--- src/rtl/svpwm_pkg.sv ---
package svpwm_pkg;

	// configuration register indexes
	localparam logic [1:0] CFG_SUPPLY_GAIN = 2'd0;
	localparam logic [1:0] CFG_DUTY_LIMIT  = 2'd1;
	localparam logic [1:0] CFG_PWM_PERIOD  = 2'd2;

	// reset values of the configuration registers
	localparam logic [15:0] SUPPLY_GAIN_RST = 16'd5461;
	localparam logic [15:0] DUTY_LIMIT_RST  = 16'd62259;
	localparam logic [15:0] PWM_PERIOD_RST  = 16'd8500;

	// sqrt3 in Q16
	localparam logic [16:0] SQRT3_Q16 = 17'd113512;

	// x / 3 == (x * 43691) >> 17 for any 16-bit x
	localparam logic [15:0] DIV3_RECIP = 16'd43691;
	localparam int DIV3_SHIFT = 17;

	// one turn of duty in Q16
	localparam logic [16:0] ONE_Q16 = 17'h10000;

	typedef logic [15:0] word16_t;
	typedef logic [2:0]  sec_t;

	// voltage command times supply gain, Q16 volts scaled
	typedef logic [23:0] vg_t;

endpackage

--- src/rtl/svpwm_angle_front.sv ---
module svpwm_angle_front #(
	parameter int ANGLE_BITS       = 16,
	parameter int SINE_LUT_ENTRIES = 1024
) (
	input  logic                               clk,
	input  logic [2:0]                         en,          // loads s1..s3
	input  logic [15:0]                        voltage_cmd,
	input  logic [15:0]                        elec_angle,
	input  svpwm_pkg::word16_t                 supply_gain,
	output logic [$clog2(SINE_LUT_ENTRIES)-1:0] idx1_s3,
	output logic [$clog2(SINE_LUT_ENTRIES)-1:0] idx2_s3,
	output svpwm_pkg::vg_t                     vg_s3,
	output svpwm_pkg::sec_t                    sec_s3
);
	import svpwm_pkg::*;

	localparam int AW   = ANGLE_BITS;
	localparam int LW   = $clog2(SINE_LUT_ENTRIES);
	localparam int NW   = $clog2(SINE_LUT_ENTRIES) + 2;
	localparam int PW   = AW + NW + 1;
	localparam logic [AW:0]   TURN = (AW+1)'(1) << AW;
	localparam logic [NW-1:0] N2   = NW'(2 * SINE_LUT_ENTRIES);

	// stage 1: fold sign into angle, quarter-turn advance, sector split
	logic [AW-1:0] ang_in, ang_neg, ang_adv;
	logic [AW+2:0] ang6;
	logic [16:0]   mag_full;
	logic [15:0]   mag_s1;
	logic [AW-1:0] phi_s1;
	sec_t          sec_s1;

	always_comb begin
		ang_in  = AW'(elec_angle);
		ang_neg = voltage_cmd[15] ? ang_in + AW'(TURN >> 1) : ang_in;
		ang_adv = ang_neg + AW'(TURN >> 2);
		ang6    = ((AW+3)'(ang_adv) << 2) + ((AW+3)'(ang_adv) << 1);
		mag_full = voltage_cmd[15] ? 17'(ONE_Q16 - {1'b0, voltage_cmd})
			: {1'b0, voltage_cmd};
	end

	always_ff @(posedge clk) begin
		if (en[0]) begin
			mag_s1 <= mag_full[15:0];
			phi_s1 <= ang6[AW-1:0];
			sec_s1 <= ang6[AW+2:AW];
		end
	end

	// stage 2: voltage gain and scaled sector position
	logic [31:0]   vg_prod;
	logic [AW:0]   phic;
	logic [PW-1:0] prod1, prod2;
	logic [NW-1:0] z1_s2, z2_s2;
	vg_t           vg_s2;
	sec_t          sec_s2;

	always_comb begin
		vg_prod = 32'(mag_s1) * 32'(supply_gain);
		phic    = TURN - {1'b0, phi_s1};
		prod1   = PW'(phic) * PW'(N2);
		prod2   = PW'(phi_s1) * PW'(N2);
	end

	always_ff @(posedge clk) begin
		if (en[1]) begin
			vg_s2  <= vg_prod[31:8];
			z1_s2  <= prod1[AW+NW-1:AW];
			z2_s2  <= prod2[AW+NW-1:AW];
			sec_s2 <= sec_s1;
		end
	end

	// stage 3: divide by three for the table indexes
	logic [31:0] q1, q2;

	always_comb begin
		q1 = 32'(z1_s2) * 32'(DIV3_RECIP);
		q2 = 32'(z2_s2) * 32'(DIV3_RECIP);
	end

	always_ff @(posedge clk) begin
		if (en[2]) begin
			idx1_s3 <= LW'(q1 >> DIV3_SHIFT);
			idx2_s3 <= LW'(q2 >> DIV3_SHIFT);
			vg_s3   <= vg_s2;
			sec_s3  <= sec_s2;
		end
	end

endmodule

--- config.mk ---
export PLATFORM = sky130hd
export DESIGN_NAME = svpwm_angle_front
export DESIGN_NICKNAME = d
export VERILOG_FILES = /design/src/rtl/svpwm_pkg.sv /design/src/rtl/svpwm_angle_front.sv
export SDC_FILE = /design/constraint.sdc
export NUM_CORES = 1
export LEC_CHECK = 0
export BUFFER_PORTS_ARGS = -buffer_cell sky130_fd_sc_hd__buf_2
export CAP_MARGIN = 20
export CORE_UTILIZATION = 35
export CTS_CLUSTER_SIZE = 25
export DETAILED_ROUTE_END_ITERATION = 8
export PLACE_DENSITY_LB_ADDON = 0.08
export REMOVE_ABC_BUFFERS = 1
export SYNTH_ARGS = -nofsm -noshare
export SYNTH_HDL_FRONTEND = slang
export SYNTH_SLANG_ARGS = --single-unit
--- constraint.sdc ---
create_clock -name clk -period 10.7 [get_ports clk]
set_clock_uncertainty 0.05 [all_clocks]
set_input_delay 1.07 -clock clk [delete_from_list [all_inputs] [get_ports clk]]
set_output_delay 1.07 -clock clk [all_outputs]
set_load 0.005 [all_outputs]
-- Yosys cells after proc, flatten, opt, wreduce, memory -nomap -nowiden
Cells that the tools add are included.
W data, S select, Z words.
- register bits: 132
- output and inout bits: 47
- multiplexer cells: 2
- add/subtract/negate cells: 5
- multiply operators: 3
- operators with widths (operator ; number):
    $mul A16 B16 Y32 ; 1
    $mul A11 B16 Y27 const B ; 1
    $mul A12 B16 Y27 const B ; 1
    $add A18 B17 Y19 ; 1
    $sub A17 B16 Y17 const A ; 1
    $add A16 B15 Y16 const B ; 1
    $add A16 B16 Y16 const B ; 1
    $mux W16 ; 1
    $sub A1 B16 Y16 const A ; 1
    $mux W15 ; 1

-- Longest topological paths before layout
- word-level depth: 4
- depth in mapped cells: 22

-- Least setup slack after synthesis
Ideal clock, no wire load.
- path type: input port to flip-flop
- start: input supply_gain[7]
- end: register vg_s2[23], data pin
- path buffers: 1
- arrival time: 6.455 ns
- setup time: 0.272 ns
- data required time: 10.378 ns
- slack: 3.923 ns
- stages on the path: 22
- path through: clkbuf_1 nand2_1 fa_1 inv_1 fa_1 inv_1 fa_1 inv_1 fa_1 fa_1 inv_1 fa_1 inv_1 ha_1 and4_1 nand3_1 nor2_1 a21bo_1 a21o_1 a31oi_4 mux2i_1 or4_1
- longest elaborated chain between the ends: 1
- ends and longest elaborated chain (element ; line ; RTL):
    from (decl) ; svpwm_angle_front.sv:9 ; input svpwm_pkg::word16_t supply_gain,
    $mul A16 B16 Y32 ; svpwm_angle_front.sv:58 ; vg_prod = 32'(mag_s1) * 32'(supply_gain);
    net vg_prod[31] ; svpwm_angle_front.sv:50 ; logic [31:0] vg_prod;
    to (signal assigned) ; svpwm_angle_front.sv:66 ; vg_s2 <= vg_prod[31:8];
    to (decl) ; svpwm_angle_front.sv:54 ; vg_t vg_s2;
The timed path passes the listed nets, and every way through them passes these cells.
A chain may end at the register's enable or synchronous reset.

-- Worst setup path after layout
- start: register mag_s1[6]
- end: register vg_s2[23], data pin
- longest elaborated chain between the ends: 1
- ends and longest elaborated chain (element ; line ; RTL):
    from (decl) ; svpwm_angle_front.sv:28 ; logic [15:0] mag_s1;
    from (signal assigned) ; svpwm_angle_front.sv:43 ; mag_s1 <= mag_full[15:0];
    $mul A16 B16 Y32 ; svpwm_angle_front.sv:58 ;
    net vg_prod[31] ; svpwm_angle_front.sv:50 ;
The timed path passes the listed nets, and every way through them passes these cells.

==> impl_metrics.ini <==
[min_path]
min_from = vg_s2[10]$_DFFE_PP_
hold_class = flip-flop to flip-flop

[detailed_routing]
num_vias = 11525
vias_per_cell = 4.67
wire_per_inst_um = 16.9
drt_iter0_markers = 478
route.detailed.drc = 0
firstDrtPassIters = 4
wl_um = 41700
drt.antenna.violating_nets = 0

[synthesis]
yosysTopAreaCellShare_pct = 31.1
synth-async-reset-ratio_pct = 0
synthFlopType = edfxtp_1
yosysSeqAreaShare_pct = 21.9
synth_commonest_cells = 352 x inv_1, 279 x fa_1, 261 x ha_1, 174 x nand2_1, 131 x edfxtp_1
synth_area_leaders = fa_1 31%, edfxtp_1 22%, ha_1 18%
avgSynthCellArea_sq_um = 10.6
yosys_warnings = 0
yosysMostFrequentCell = inv_1
synth_edf_count = 131
netlist_area_sq_um = 18000
ys_ff_latch = 131
yosysTopAreaCell = fa_1
synthCells = 1691
yosysUniqueCellTypes = 61

[floorplan]
core-area_sq_um = 50400
die_w_um = 229
io_pins = 99
die_h_um = 229
rows = 82
initial_utilization_pct = 35.7
die-area_sq_um = 52300

[sta]
fin_crit_sh_pct = 62.5
max_clock_freq_mhz = 149
finalMaxSlewViolations = 0
hold_viol = 0
hold_ws_ps = 366
tightest_slew_ps = 869
rsz0062_at_grt = false
fin_tns_setup_ps = 0
setup_viol = 0
fin_crit_ps = 6690
slew_headroom_pct = 42.1

[critical_path]
critPathBufInv = 5
path_max_fanout = 16
max_stage_delay_ps = 910
path_cells = nand2_1, fa_1, inv_1, fa_1, inv_1, fa_1, inv_1, fa_1, fa_1, inv_1, fa_1, inv_1, ha_1, and4_1, nand3_1, nor2_1, a21bo_1, a21o_1, a31oi_4, mux2i_1, or4_1
arrival_ps = 6810
crit_slowest_cell = edfxtp_1
cp-end-kind = flip-flop
crit_start = mag_s1[6]$_DFFE_PP_
crit_type = flip-flop to flip-flop
required_ps = 10830
start_kind = flip-flop
r2r_slack_ps = 4010
critPathTopFamily = adder cells
cp_common_cell = fa_1
r2r_start = mag_s1[6]$_DFFE_PP_

[global_route]
grt_pass1_vias = 12576
grt_util_all_layers_pct = 16.7
antenna_found_initial = 0
grt_pass1_wl_um = 67900
grt_max_degree = 51
grt_overflow = 0

[clock_tree]
cts_tree = built
root_buffer = clkbuf_16
cts_buffers = 17
postCtsHoldBufs = 0
ctsResizeCount = 0
cts_buffer_depth = 2
cts_num_sinks = 131
clk_pin_slew_ps = 70
post_cts_buffers = 0
clk_latency_ps = 440
htreeDepth = 4

[job]
cap_violations = 0

[finish]
area_growth_syn_to_layout_pct = 10.3
multiInputGateArea_sq_um = 12600
drive_gt1_share_pct = 8.19
nFillCells = 4983
final_nets = 2373
seq_area_sq_um = 3930

[run_status]
status = finished, final reports clean

[place]
numPortBuffers = 98
routabilityCongestion = 0.789
dp_hpwl_um = 34300
final cells by class:
type	count	share of cell area (%)
antenna	2	0.0252
clock buffer	17	2.14
clock inverter	15	0.864
inverter	352	6.66
multi-input combinational	1174	63.5
sequential	131	19.8
tap	672	4.24
timing repair buffer	105	2.74
registers in the layout, summed over array words and instances, names as in the netlist:
| signal | cells |
|---|---|
| idx1_s3 | 10 |
| idx2_s3 | 10 |
| mag_s1 | 16 |
| phi_s1 | 15 |
| sec_s1 | 3 |
| sec_s2 | 3 |
| sec_s3 | 3 |
| vg_s2 | 24 |
| vg_s3 | 24 |
| z1_s2 | 12 |
| z2_s2 | 11 |
path summary, 6_finish.rpt:
kind | to | cells past startpoint
setup / recovery | vg_s2[23]$_DFFE_PP_ | 21
hold / removal | vg_s3[10]$_DFFE_PP_ | 0
setup reg to reg | vg_s2[23]$_DFFE_PP_ | 21
hold reg to reg | vg_s3[10]$_DFFE_PP_ | 0
placed cells by master, fill, tap and decap left out, drive strengths merged, types with 4 or more instances in the layout:
cell / Yosys / final
o21a: 5 / 5
a31oi: 7 / 7
clkbuf: 34 / 17
nor2b: 7 / 7
nor3: 15 / 15
a21boi: 4 / 4
o41ai: 4 / 4
clkinv: 0 / 4
o21bai: 6 / 6
nor4: 4 / 4
inv: 352 / 363
a21oi: 36 / 36
nand4: 7 / 7
o211ai: 4 / 4
and2: 117 / 117
buf: 0 / 105
a211oi: 8 / 8
fa: 279 / 279
nor2: 37 / 37
edfxtp: 131 / 131
nand2: 174 / 174
and3: 6 / 6
nand3: 14 / 14
and4: 4 / 4
xor2: 21 / 21
o21ai: 27 / 27
ha: 261 / 261
nand2b: 6 / 6
o31ai: 5 / 5
a21o: 20 / 20
xnor2: 55 / 55
routing by layer:
layer | vias to the layer above | share of wire, % | track usage, %
met5 | - | 0 | 0
met4 | 0 | 1.2 | 3.73
met3 | 26 | 2.3 | 1.55
met2 | 139 | 48 | 28.2
met1 | 5759 | 49 | 23.2
li1 | 5601 | - | -
kinds of logic after synthesis:
| kind of cell | after synthesis | synth area share, % |
|---|---|---|
| DFF | 131 | 21.9 |
| buffers and inverters | 386 | 8.06 |
| adders and majority gates | 540 | 49.2 |
| AOI/OAI and AO/OA | 146 | 5.41 |
| muxes | 2 | 0.111 |
| xor gates and xnor gates | 76 | 3.70 |
| and+or+nand+nor | 410 | 11.6 |
through the flow:
step | utilization (%) | cell area [sq um] | cells | setup slack, ps
final | 39.4 | 19800 | 2468 | 4010
after CTS | 39.4 | 19800 | 2466 | 3940
after floorplan | - | 17900 | 1657 | 4190
after detailed placement | 38.2 | 19200 | 2434 | 3500
after global placement | 38.2 | 19200 | 2434 | 3570
after global routing | 39.4 | 19800 | 2466 | 3610
worst reg2reg max path, stage by stage, from the launching register on:
cell and delay (ps):
edfxtp_1 910, nand2_1 190, fa_1 530, inv_1 50
fa_1 500, inv_1 70, fa_1 530, inv_1 50
fa_1 450, fa_1 490, inv_1 50, fa_1 470
inv_1 40, ha_1 330, and4_1 230, nand3_1 100
nor2_1 120, a21bo_1 240, a21o_1 230, a31oi_4 210
mux2i_1 90, or4_1 510
Power is left out: the tool's default activity adds up to more than one toggle a clock period on the data nets, which glitch-free logic cannot reach.
