File: src/rtl/svpwm_pkg.sv
package svpwm_pkg;

	// configuration register indexes
	localparam logic [1:0] CFG_SUPPLY_GAIN = 2'd0;
	localparam logic [1:0] CFG_DUTY_LIMIT  = 2'd1;
	localparam logic [1:0] CFG_PWM_PERIOD  = 2'd2;

	// reset values of the configuration registers
	localparam logic [15:0] SUPPLY_GAIN_RST = 16'd5461;
	localparam logic [15:0] DUTY_LIMIT_RST  = 16'd62259;
	localparam logic [15:0] PWM_PERIOD_RST  = 16'd8500;

	// sqrt3 in Q16
	localparam logic [16:0] SQRT3_Q16 = 17'd113512;

	// x / 3 == (x * 43691) >> 17 for any 16-bit x
	localparam logic [15:0] DIV3_RECIP = 16'd43691;
	localparam int DIV3_SHIFT = 17;

	// one turn of duty in Q16
	localparam logic [16:0] ONE_Q16 = 17'h10000;

	typedef logic [15:0] word16_t;
	typedef logic [2:0]  sec_t;

	// voltage command times supply gain, Q16 volts scaled
	typedef logic [23:0] vg_t;

endpackage

File: src/rtl/svpwm_duty_back.sv
module svpwm_duty_back (
	input  logic                clk,
	input  logic [4:0]          en,          // loads s4..s8
	input  svpwm_pkg::vg_t      vg_s3,
	input  svpwm_pkg::sec_t     sec_s3,
	input  svpwm_pkg::word16_t  sin1_s4,
	input  svpwm_pkg::word16_t  sin2_s4,
	input  svpwm_pkg::word16_t  duty_limit,
	input  svpwm_pkg::word16_t  pwm_period,
	output svpwm_pkg::word16_t  compare_a_s8,
	output svpwm_pkg::word16_t  compare_b_s8,
	output svpwm_pkg::word16_t  compare_c_s8,
	output svpwm_pkg::sec_t     sector_s8
);
	import svpwm_pkg::*;

	// doubled duty to clamped duty
	function automatic word16_t finish(logic signed [27:0] dbl, word16_t lim);
		logic [26:0] half;
		half = dbl[27] ? 27'd0 : dbl[27:1];
		if (half > 27'(lim))
			return lim;
		return half[15:0];
	endfunction

	// stage 4: align with the table read
	vg_t  vg_s4;
	sec_t sec_s4;

	always_ff @(posedge clk) begin
		if (en[0]) begin
			vg_s4  <= vg_s3;
			sec_s4 <= sec_s3;
		end
	end

	// stage 5: gain times sine
	logic [39:0] pm1, pm2;
	logic [23:0] p1_s5, p2_s5;
	sec_t        sec_s5;

	always_comb begin
		pm1 = 40'(vg_s4) * 40'(sin1_s4);
		pm2 = 40'(vg_s4) * 40'(sin2_s4);
	end

	always_ff @(posedge clk) begin
		if (en[1]) begin
			p1_s5  <= pm1[39:16];
			p2_s5  <= pm2[39:16];
			sec_s5 <= sec_s4;
		end
	end

	// stage 6: times sqrt3 gives the active times
	logic [40:0] tm1, tm2;
	logic [24:0] t1_s6, t2_s6;
	sec_t        sec_s6;

	always_comb begin
		tm1 = 41'(p1_s5) * 41'(SQRT3_Q16);
		tm2 = 41'(p2_s5) * 41'(SQRT3_Q16);
	end

	always_ff @(posedge clk) begin
		if (en[2]) begin
			t1_s6  <= tm1[40:16];
			t2_s6  <= tm2[40:16];
			sec_s6 <= sec_s5;
		end
	end

	// stage 7: sector table on doubled duties, then clamp
	logic signed [27:0] s1, s2, one, d_t0, d_sum, d_one, d_two;
	logic signed [27:0] da, db, dc;
	word16_t duty_a_s7, duty_b_s7, duty_c_s7;
	sec_t    sec_s7;

	always_comb begin
		s1    = 28'(t1_s6);
		s2    = 28'(t2_s6);
		one   = 28'(ONE_Q16);
		d_t0  = one - s1 - s2;
		d_sum = one + s1 + s2;
		d_one = one + s1 - s2;
		d_two = one - s1 + s2;
		case (sec_s6)
			3'd0: begin da = d_sum; db = d_two; dc = d_t0; end
			3'd1: begin da = d_one; db = d_sum; dc = d_t0; end
			3'd2: begin da = d_t0; db = d_sum; dc = d_two; end
			3'd3: begin da = d_t0; db = d_one; dc = d_sum; end
			3'd4: begin da = d_two; db = d_t0; dc = d_sum; end
			default: begin da = d_sum; db = d_t0; dc = d_one; end
		endcase
	end

	always_ff @(posedge clk) begin
		if (en[3]) begin
			duty_a_s7 <= finish(da, duty_limit);
			duty_b_s7 <= finish(db, duty_limit);
			duty_c_s7 <= finish(dc, duty_limit);
			sec_s7    <= sec_s6;
		end
	end

	// stage 8: scale by timer period
	logic [31:0] ca, cb, cc;

	always_comb begin
		ca = 32'(duty_a_s7) * 32'(pwm_period);
		cb = 32'(duty_b_s7) * 32'(pwm_period);
		cc = 32'(duty_c_s7) * 32'(pwm_period);
	end

	always_ff @(posedge clk) begin
		if (en[4]) begin
			compare_a_s8 <= ca[31:16];
			compare_b_s8 <= cb[31:16];
			compare_c_s8 <= cc[31:16];
			sector_s8    <= sec_s7 + 3'd1;
		end
	end

endmodule

File: config.mk
export PLATFORM = sky130hd
export DESIGN_NAME = svpwm_duty_back
export DESIGN_NICKNAME = d
export VERILOG_FILES = /design/src/rtl/svpwm_pkg.sv /design/src/rtl/svpwm_duty_back.sv
export SDC_FILE = /design/constraint.sdc
export NUM_CORES = 2
export LEC_CHECK = 0
export ABC_AREA = 1
export CAP_MARGIN = 10
export CORE_UTILIZATION = 50
export DETAILED_ROUTE_END_ITERATION = 6
export DONT_BUFFER_PORTS = 1
export PLACE_DENSITY = 0.74
export SLEW_MARGIN = 20
export SYNTH_ARGS = -nofsm -noshare
export SYNTH_HDL_FRONTEND = slang
export SYNTH_SLANG_ARGS = --single-unit
export TNS_END_PERCENT = 50
File: constraint.sdc
create_clock -name clk -period 15.2 [get_ports clk]
set_input_delay 0.76 -clock clk [delete_from_list [all_inputs] [get_ports clk]]
set_output_delay 0.76 -clock clk [all_outputs]
set_load 0.01 [all_outputs]
== Word-level counts from Yosys, hierarchy flattened ==
Index checks and enable logic that the tools add are counted.

* Input bits: 97
* Logic and storage cells: 60
* Output and inout bits: 51
* Bits in registers: 233

* Equality and inequality tests: 4
* Reductions and logical operators: 5
* Add/sub/neg operators: 7
* Multiplexer cells: 18
* Order comparisons: 3
* $mul: 7

{| class="wikitable"
|+ Operators by type and width
! cell !! count
|-
| $pmux 28 s3 || 3
|-
| $mul 16x16->32 || 3
|-
| $mux 16 || 6
|-
| $mul 24x16->40 || 2
|-
| $gt 26x16->1 || 3
|-
| $mux 26 || 3
|-
| $mul 24x14->38 const B || 2
|-
| $add 28x26->28 || 1
|-
| $add 26x26->27 || 1
|-
| $sub 26x25->27 || 1
|-
| $sub 26x26->27 || 1
|-
| $add 17x25->26 const A || 1
|-
| $sub 17x25->26 const A || 1
|-
| $reduce_or 2->1 || 4
|-
| $eq 3x2->1 const B || 2
|-
| $mux 1 || 6
|-
| $add 3x1->3 const B || 1
|-
| $eq 3x1->1 const B || 1
|-
| $eq 3x3->1 const B || 1
|-
| $logic_not 3->1 || 1
|}

== Logic depth before layout (Yosys ltp) ==
* Word-level depth: 8
* Gate-level depth with buffers: 45

== Worst setup path before layout ==
Ideal clock, no wire load.

* Kind: input port to flip-flop
* Start point: input port pwm_period[2]
* End point: register compare_a_s8[12], data pin
* Setup time: 0.262 ns
* Arrival: 5.968 ns
* Stages: 23
* Setup slack: 8.969 ns
* Data required time: 14.938 ns
* Cell sequence: clkbuf_1 > clkbuf_1 > nand2_1 > fa_1 > inv_1 > fa_1 > inv_1 > fa_1 > inv_1 > fa_1 > inv_1 > fa_1 > inv_1 > fa_1 > ha_1 > nand2_1 > nor4_1 > nand3_1 > nand3_1 > nand2_1 > o211ai_1 > a21oi_1 > xor2_1

* Cells in the longest elaborated chain, start to end: 1

{| class="wikitable"
|+ Ends and longest elaborated chain
! element !! line !! source
|-
| start: declaration || svpwm_duty_back.sv:9 || <nowiki>input svpwm_pkg::word16_t pwm_period,</nowiki>
|-
| $mul 16x16->32 || svpwm_duty_back.sv:110 || <nowiki>ca = 32'(duty_a_s7) * 32'(pwm_period);</nowiki>
|-
| net ca[28] || svpwm_duty_back.sv:107 || <nowiki>logic [31:0] ca, cb, cc;</nowiki>
|-
| end signal: assignment || svpwm_duty_back.sv:117 || <nowiki>compare_a_s8 <= ca[31:16];</nowiki>
|-
| end: declaration || svpwm_duty_back.sv:10 || <nowiki>output svpwm_pkg::word16_t compare_a_s8,</nowiki>
|}

The timed path passes the listed nets, and every way through them passes these cells.
A chain may end at the register's enable or synchronous reset.

== Worst setup path after layout ==
* Start point: register t1_s6[1]
* End point: register duty_c_s7[12], data pin

* Cells in the longest elaborated chain, start to end: 8
* Elaborated cells on any way between the ends: 12
* Classes of those cells: add/sub (6); order compare (1); mux (5)

{| class="wikitable"
|+ Ends and longest elaborated chain
! element !! line !! source
|-
| start: declaration || svpwm_duty_back.sv:57 || <nowiki>logic [24:0] t1_s6, t2_s6;</nowiki>
|-
| start signal: assignment || svpwm_duty_back.sv:67 || <nowiki>t1_s6 <= tm1[40:16];</nowiki>
|-
| $add 17x25->26 / $sub 17x25->26 (equally long branches) || -- ||
|-
| $add 28x26->28, or another cell as far along || svpwm_duty_back.sv:84 || <nowiki>d_sum = one + s1 + s2;</nowiki>
|-
| $pmux 28 s3 (*) || svpwm_duty_back.sv:87 || <nowiki>case (sec_s6)</nowiki>
|-
| $mux 26 (*) || svpwm_duty_back.sv:20 || <nowiki>half = dbl[27] ? 27'd0 : dbl[27:1];</nowiki>
|-
| $gt 26x16->1 || svpwm_duty_back.sv:21 || <nowiki>if (half > 27'(lim))</nowiki>
|-
| $mux 1 || svpwm_duty_back.sv:21 ||
|-
| $mux 1 || svpwm_duty_back.sv:98 || <nowiki>if (en[3]) begin</nowiki>
|-
| $mux 16 (*) || svpwm_duty_back.sv:23 || <nowiki>return half[15:0];</nowiki>
|-
| end signal: assignment || svpwm_duty_back.sv:101 || <nowiki>duty_c_s7 <= finish(dc, duty_limit);</nowiki>
|-
| end: declaration || svpwm_duty_back.sv:76 || <nowiki>word16_t duty_a_s7, duty_b_s7, duty_c_s7;</nowiki>
|}

Every way passes the cells marked *; elsewhere a longest branch is shown, timed or not. The select of a mux whose other input is x is not followed.

==> results.md <==
* Mux cell area share after synthesis at 0%
* F_max at 145 MHz
* Core Box Area at 165000 sq um
* DRC violations left at 52
* Synthesis warning total at 0
* Reg clk slew, reported paths at 0.09 ns
* Worst-margin pin slew at 1.18 ns
* Seq/Total Area, Yosys at 8.42%
* Mapped Cells at 10700
* Register area at 7000 sq um
* Synth cell types at 61
* Worst skew pair latency at 0.66 ns
* Syn_area_per_cell at 7.79 sq um
* Synth Register Bits at 233
* Failing checks: DRC
* Die Wd at 410 microns
* Clock sinks at 233
* 1st-pass router iterations at 7
* CP endpoint kind: flip-flop
* Site Rows at 149
* Critical path start-end classification: reg2reg
* Final HPWL DP at 199 mm
* Hold Vio Cnt, Final at 0
* CTS Buf Count at 34
* Io pins at 148
* Area of the multi-input gates at 63700 sq um
* Tcrit/Tclk final at 45.5%
* Die H at 410 microns
* Layout area overhead at 3.04%
* Outcome: finished with violations
* Most common cell type on the critical path: nand2_1
* Post-synth EDFFs at 233
* Post-synth top flop: edfxtp_1
* Worst EP arrival at 7.30 ns
* Vias in the first global route at 71900
* First-pass GRT wire length at 389 mm
* CTS H-tree lvls at 2
* CP Max Fanout at 17
* Netlist Area Pre-Place at 83100 sq um
* WP data required at 15.59 ns
* Slowest stage delay, CP at 0.52 ns
* Main combinational cell family by area after synthesis: adder cells
* Worst min path class: in2reg
* Routed Antenna Nets at 0
* Initial core utilization at 50.4%
* Ys async rst share at 0%
* Wire length per cell at 19.4 microns
* CTS root buf: clkbuf_16
* Simple logic cell fraction of the synthesized area at 17.7%
* Post-CTS setup repair buffer count at 0
* Port bufs at 0
* Setup TNS at 0 ns
* Finish-stage setup viols at 0
* WP buf/inv at 5
* Total gr overflow at 0
* Top cells by area, synth: fa_1, ha_1, inv_1
* Via count at 68000
* Slew Viols, Final at 0
* Cell taking the most area after synthesis: fa_1
* Layout cells sized above 1 at 2.01%
* Die Area at 168000 sq um
* Post-synthesis xor/xnor area fraction at 2.54%
* Max_slew headroom at 21.5%
* DR iter-0 viols at 5643
* Via-to-Cell Ratio at 5.41
* CTS tree: done
* CP max-delay cell: edfxtp_1
* Final Skew at 0.0506 ns
* RSZ-0062 raised after global routing: false
* Largest net degree at the start of global routing at 54
* Compound-gate portion of the synthesized area at 5.84%
* Adder-Cell Fraction of Synth Area at 50.6%
* Final Net Count at 12900
* Hold-fix buffers, CTS at 0
* Reg-to-reg slack, setup at 8.29 ns
* All-Layer GR Usage at 29.5%
* GPL Wtd Cong at 1.02
* Top cell type's share of synthesized area at 36.6%
* Filler instances at 15600
* Max_cap viols at 0
* Antenna violations before repair at 4
* CTS Buffer Depth at 3
* Top delay family on crit path: simple AND/OR/NAND/NOR gates
* Post-Syn Nets at 13200
* Min Tclk post-route at 6.91 ns
* CP startpoint kind: flip-flop
* Detailed Route WL at 244 mm
* Post-CTS Resized at 0
## cells in the mapped netlist, types with 5 or more instances
cell / n
inv_1: 2851
nand2_1: 2723
fa_1: 1521
ha_1: 926
nor2_1: 447
a21oi_1: 416
clkbuf_1: 300
edfxtp_1: 233
o21ai_0: 214
nand3_1: 198
xor2_1: 163
nand4_1: 109
xnor2_1: 78
o21bai_1: 38
nor2_2: 36
o211ai_1: 36
nor3_1: 34
inv_2: 28
buf_2: 26
o21a_1: 26
nor4_1: 21
a31oi_1: 20
buf_1: 19
a21o_1: 15
nand2_2: 15
o22ai_1: 14
buf_4: 13
buf_6: 13
nand3b_1: 12
o31ai_1: 12
a211oi_1: 10
o221ai_1: 9
a21boi_0: 8
o2111ai_1: 8
and2_1: 7
nor2_4: 7
a221oi_1: 6
o21ai_1: 6
nand3_2: 5
nor3_2: 5
## final cells by class
| class | count | share of cell area (%) |
|---|---|---|
| Multi-Input combinational cell | 7179 | 74.4 |
| Antenna cell | 1 | 0.00292 |
| Inverter | 2882 | 12.6 |
| Timing Repair Buffer | 31 | 0.272 |
| Tap cell | 2189 | 3.20 |
| Clock inverter | 23 | 0.272 |
| Clock buffer | 39 | 1.04 |
| Sequential cell | 233 | 8.17 |
## path summary, 6_finish.rpt
check,start,to,cells past startpoint
min,en[2],t1_s6[4],0
max,t1_s6[1],duty_c_s7[12],40
min reg2reg,sec_s4[2],sec_s5[2],0
max reg2reg,t1_s6[1],duty_c_s7[12],40
## state kept, by name (all words and copies together), names as in the netlist, 16 cells and up
signal and cells:
p2_s5 24, compare_a_s8 16, compare_c_s8 16, vg_s4 24
compare_b_s8 16, duty_b_s7 16, t2_s6 25, duty_a_s7 16
t1_s6 25, p1_s5 24, duty_c_s7 16
## cells by family after synthesis
family / after synthesis
AO/OA/AOI/OAI: 856
XOR/XNOR: 241
adder cells (fa/ha/maj): 2447
buffers and inverters: 3253
flip-flops: 233
AND/OR/NAND/NOR: 3635
## per-stage QoR
stage               setup WS (ns)  hold WS [ns]  utilization (%)  area, sq um  instances
CTS                          8.40         0.166             51.9        85600      12600
global route                 7.62         0.201             51.9        85600      12600
finish                       8.29         0.211             51.9        85600      12600
global placement             8.48         0.406             51.2        84500      12500
detailed placement           8.43         0.410             51.2        84500      12500
floorplan                    8.97         0.400                -        83100      10700
## layout by cell type, fill, tap and decap left out, types with 5 or more instances in the layout
master,Yosys,final
nand3_1,198,198
clkinv_1,2,5
xor2_1,163,163
nand2_2,15,15
a211oi_1,10,10
o22ai_1,14,14
o21a_1,26,26
nor4_1,21,21
nand3_2,5,5
o221ai_1,9,9
nand4_1,109,109
inv_1,2851,2851
a21o_1,15,15
a31oi_1,20,20
nand3b_1,12,12
inv_6,0,6
nor3_2,5,5
inv_2,28,28
fa_1,1521,1521
buf_4,13,31
o31ai_1,12,12
o21ai_0,214,214
clkbuf_16,0,35
a21boi_0,8,8
and2_1,7,7
nor2_2,36,37
a21oi_1,416,416
ha_1,926,926
o2111ai_1,8,8
nor3_1,34,34
o211ai_1,36,36
nand2_1,2723,2723
o21bai_1,38,38
nor2_4,7,7
a221oi_1,6,6
edfxtp_1,233,233
nor2_1,447,446
xnor2_1,78,78
o21ai_1,6,6
## routing by layer
layer	GRT usage, %	vias to the layer above	routed length [microns]
met1	38.0	33400	96400
met5	0	-	22
met2	49.7	3002	117000
li1	-	31000	-
met3	4.18	600	20400
met4	12.4	4	10800
Power is not shown: default switching activity piles up to over one toggle a cycle in this logic, so the estimate is an artifact.
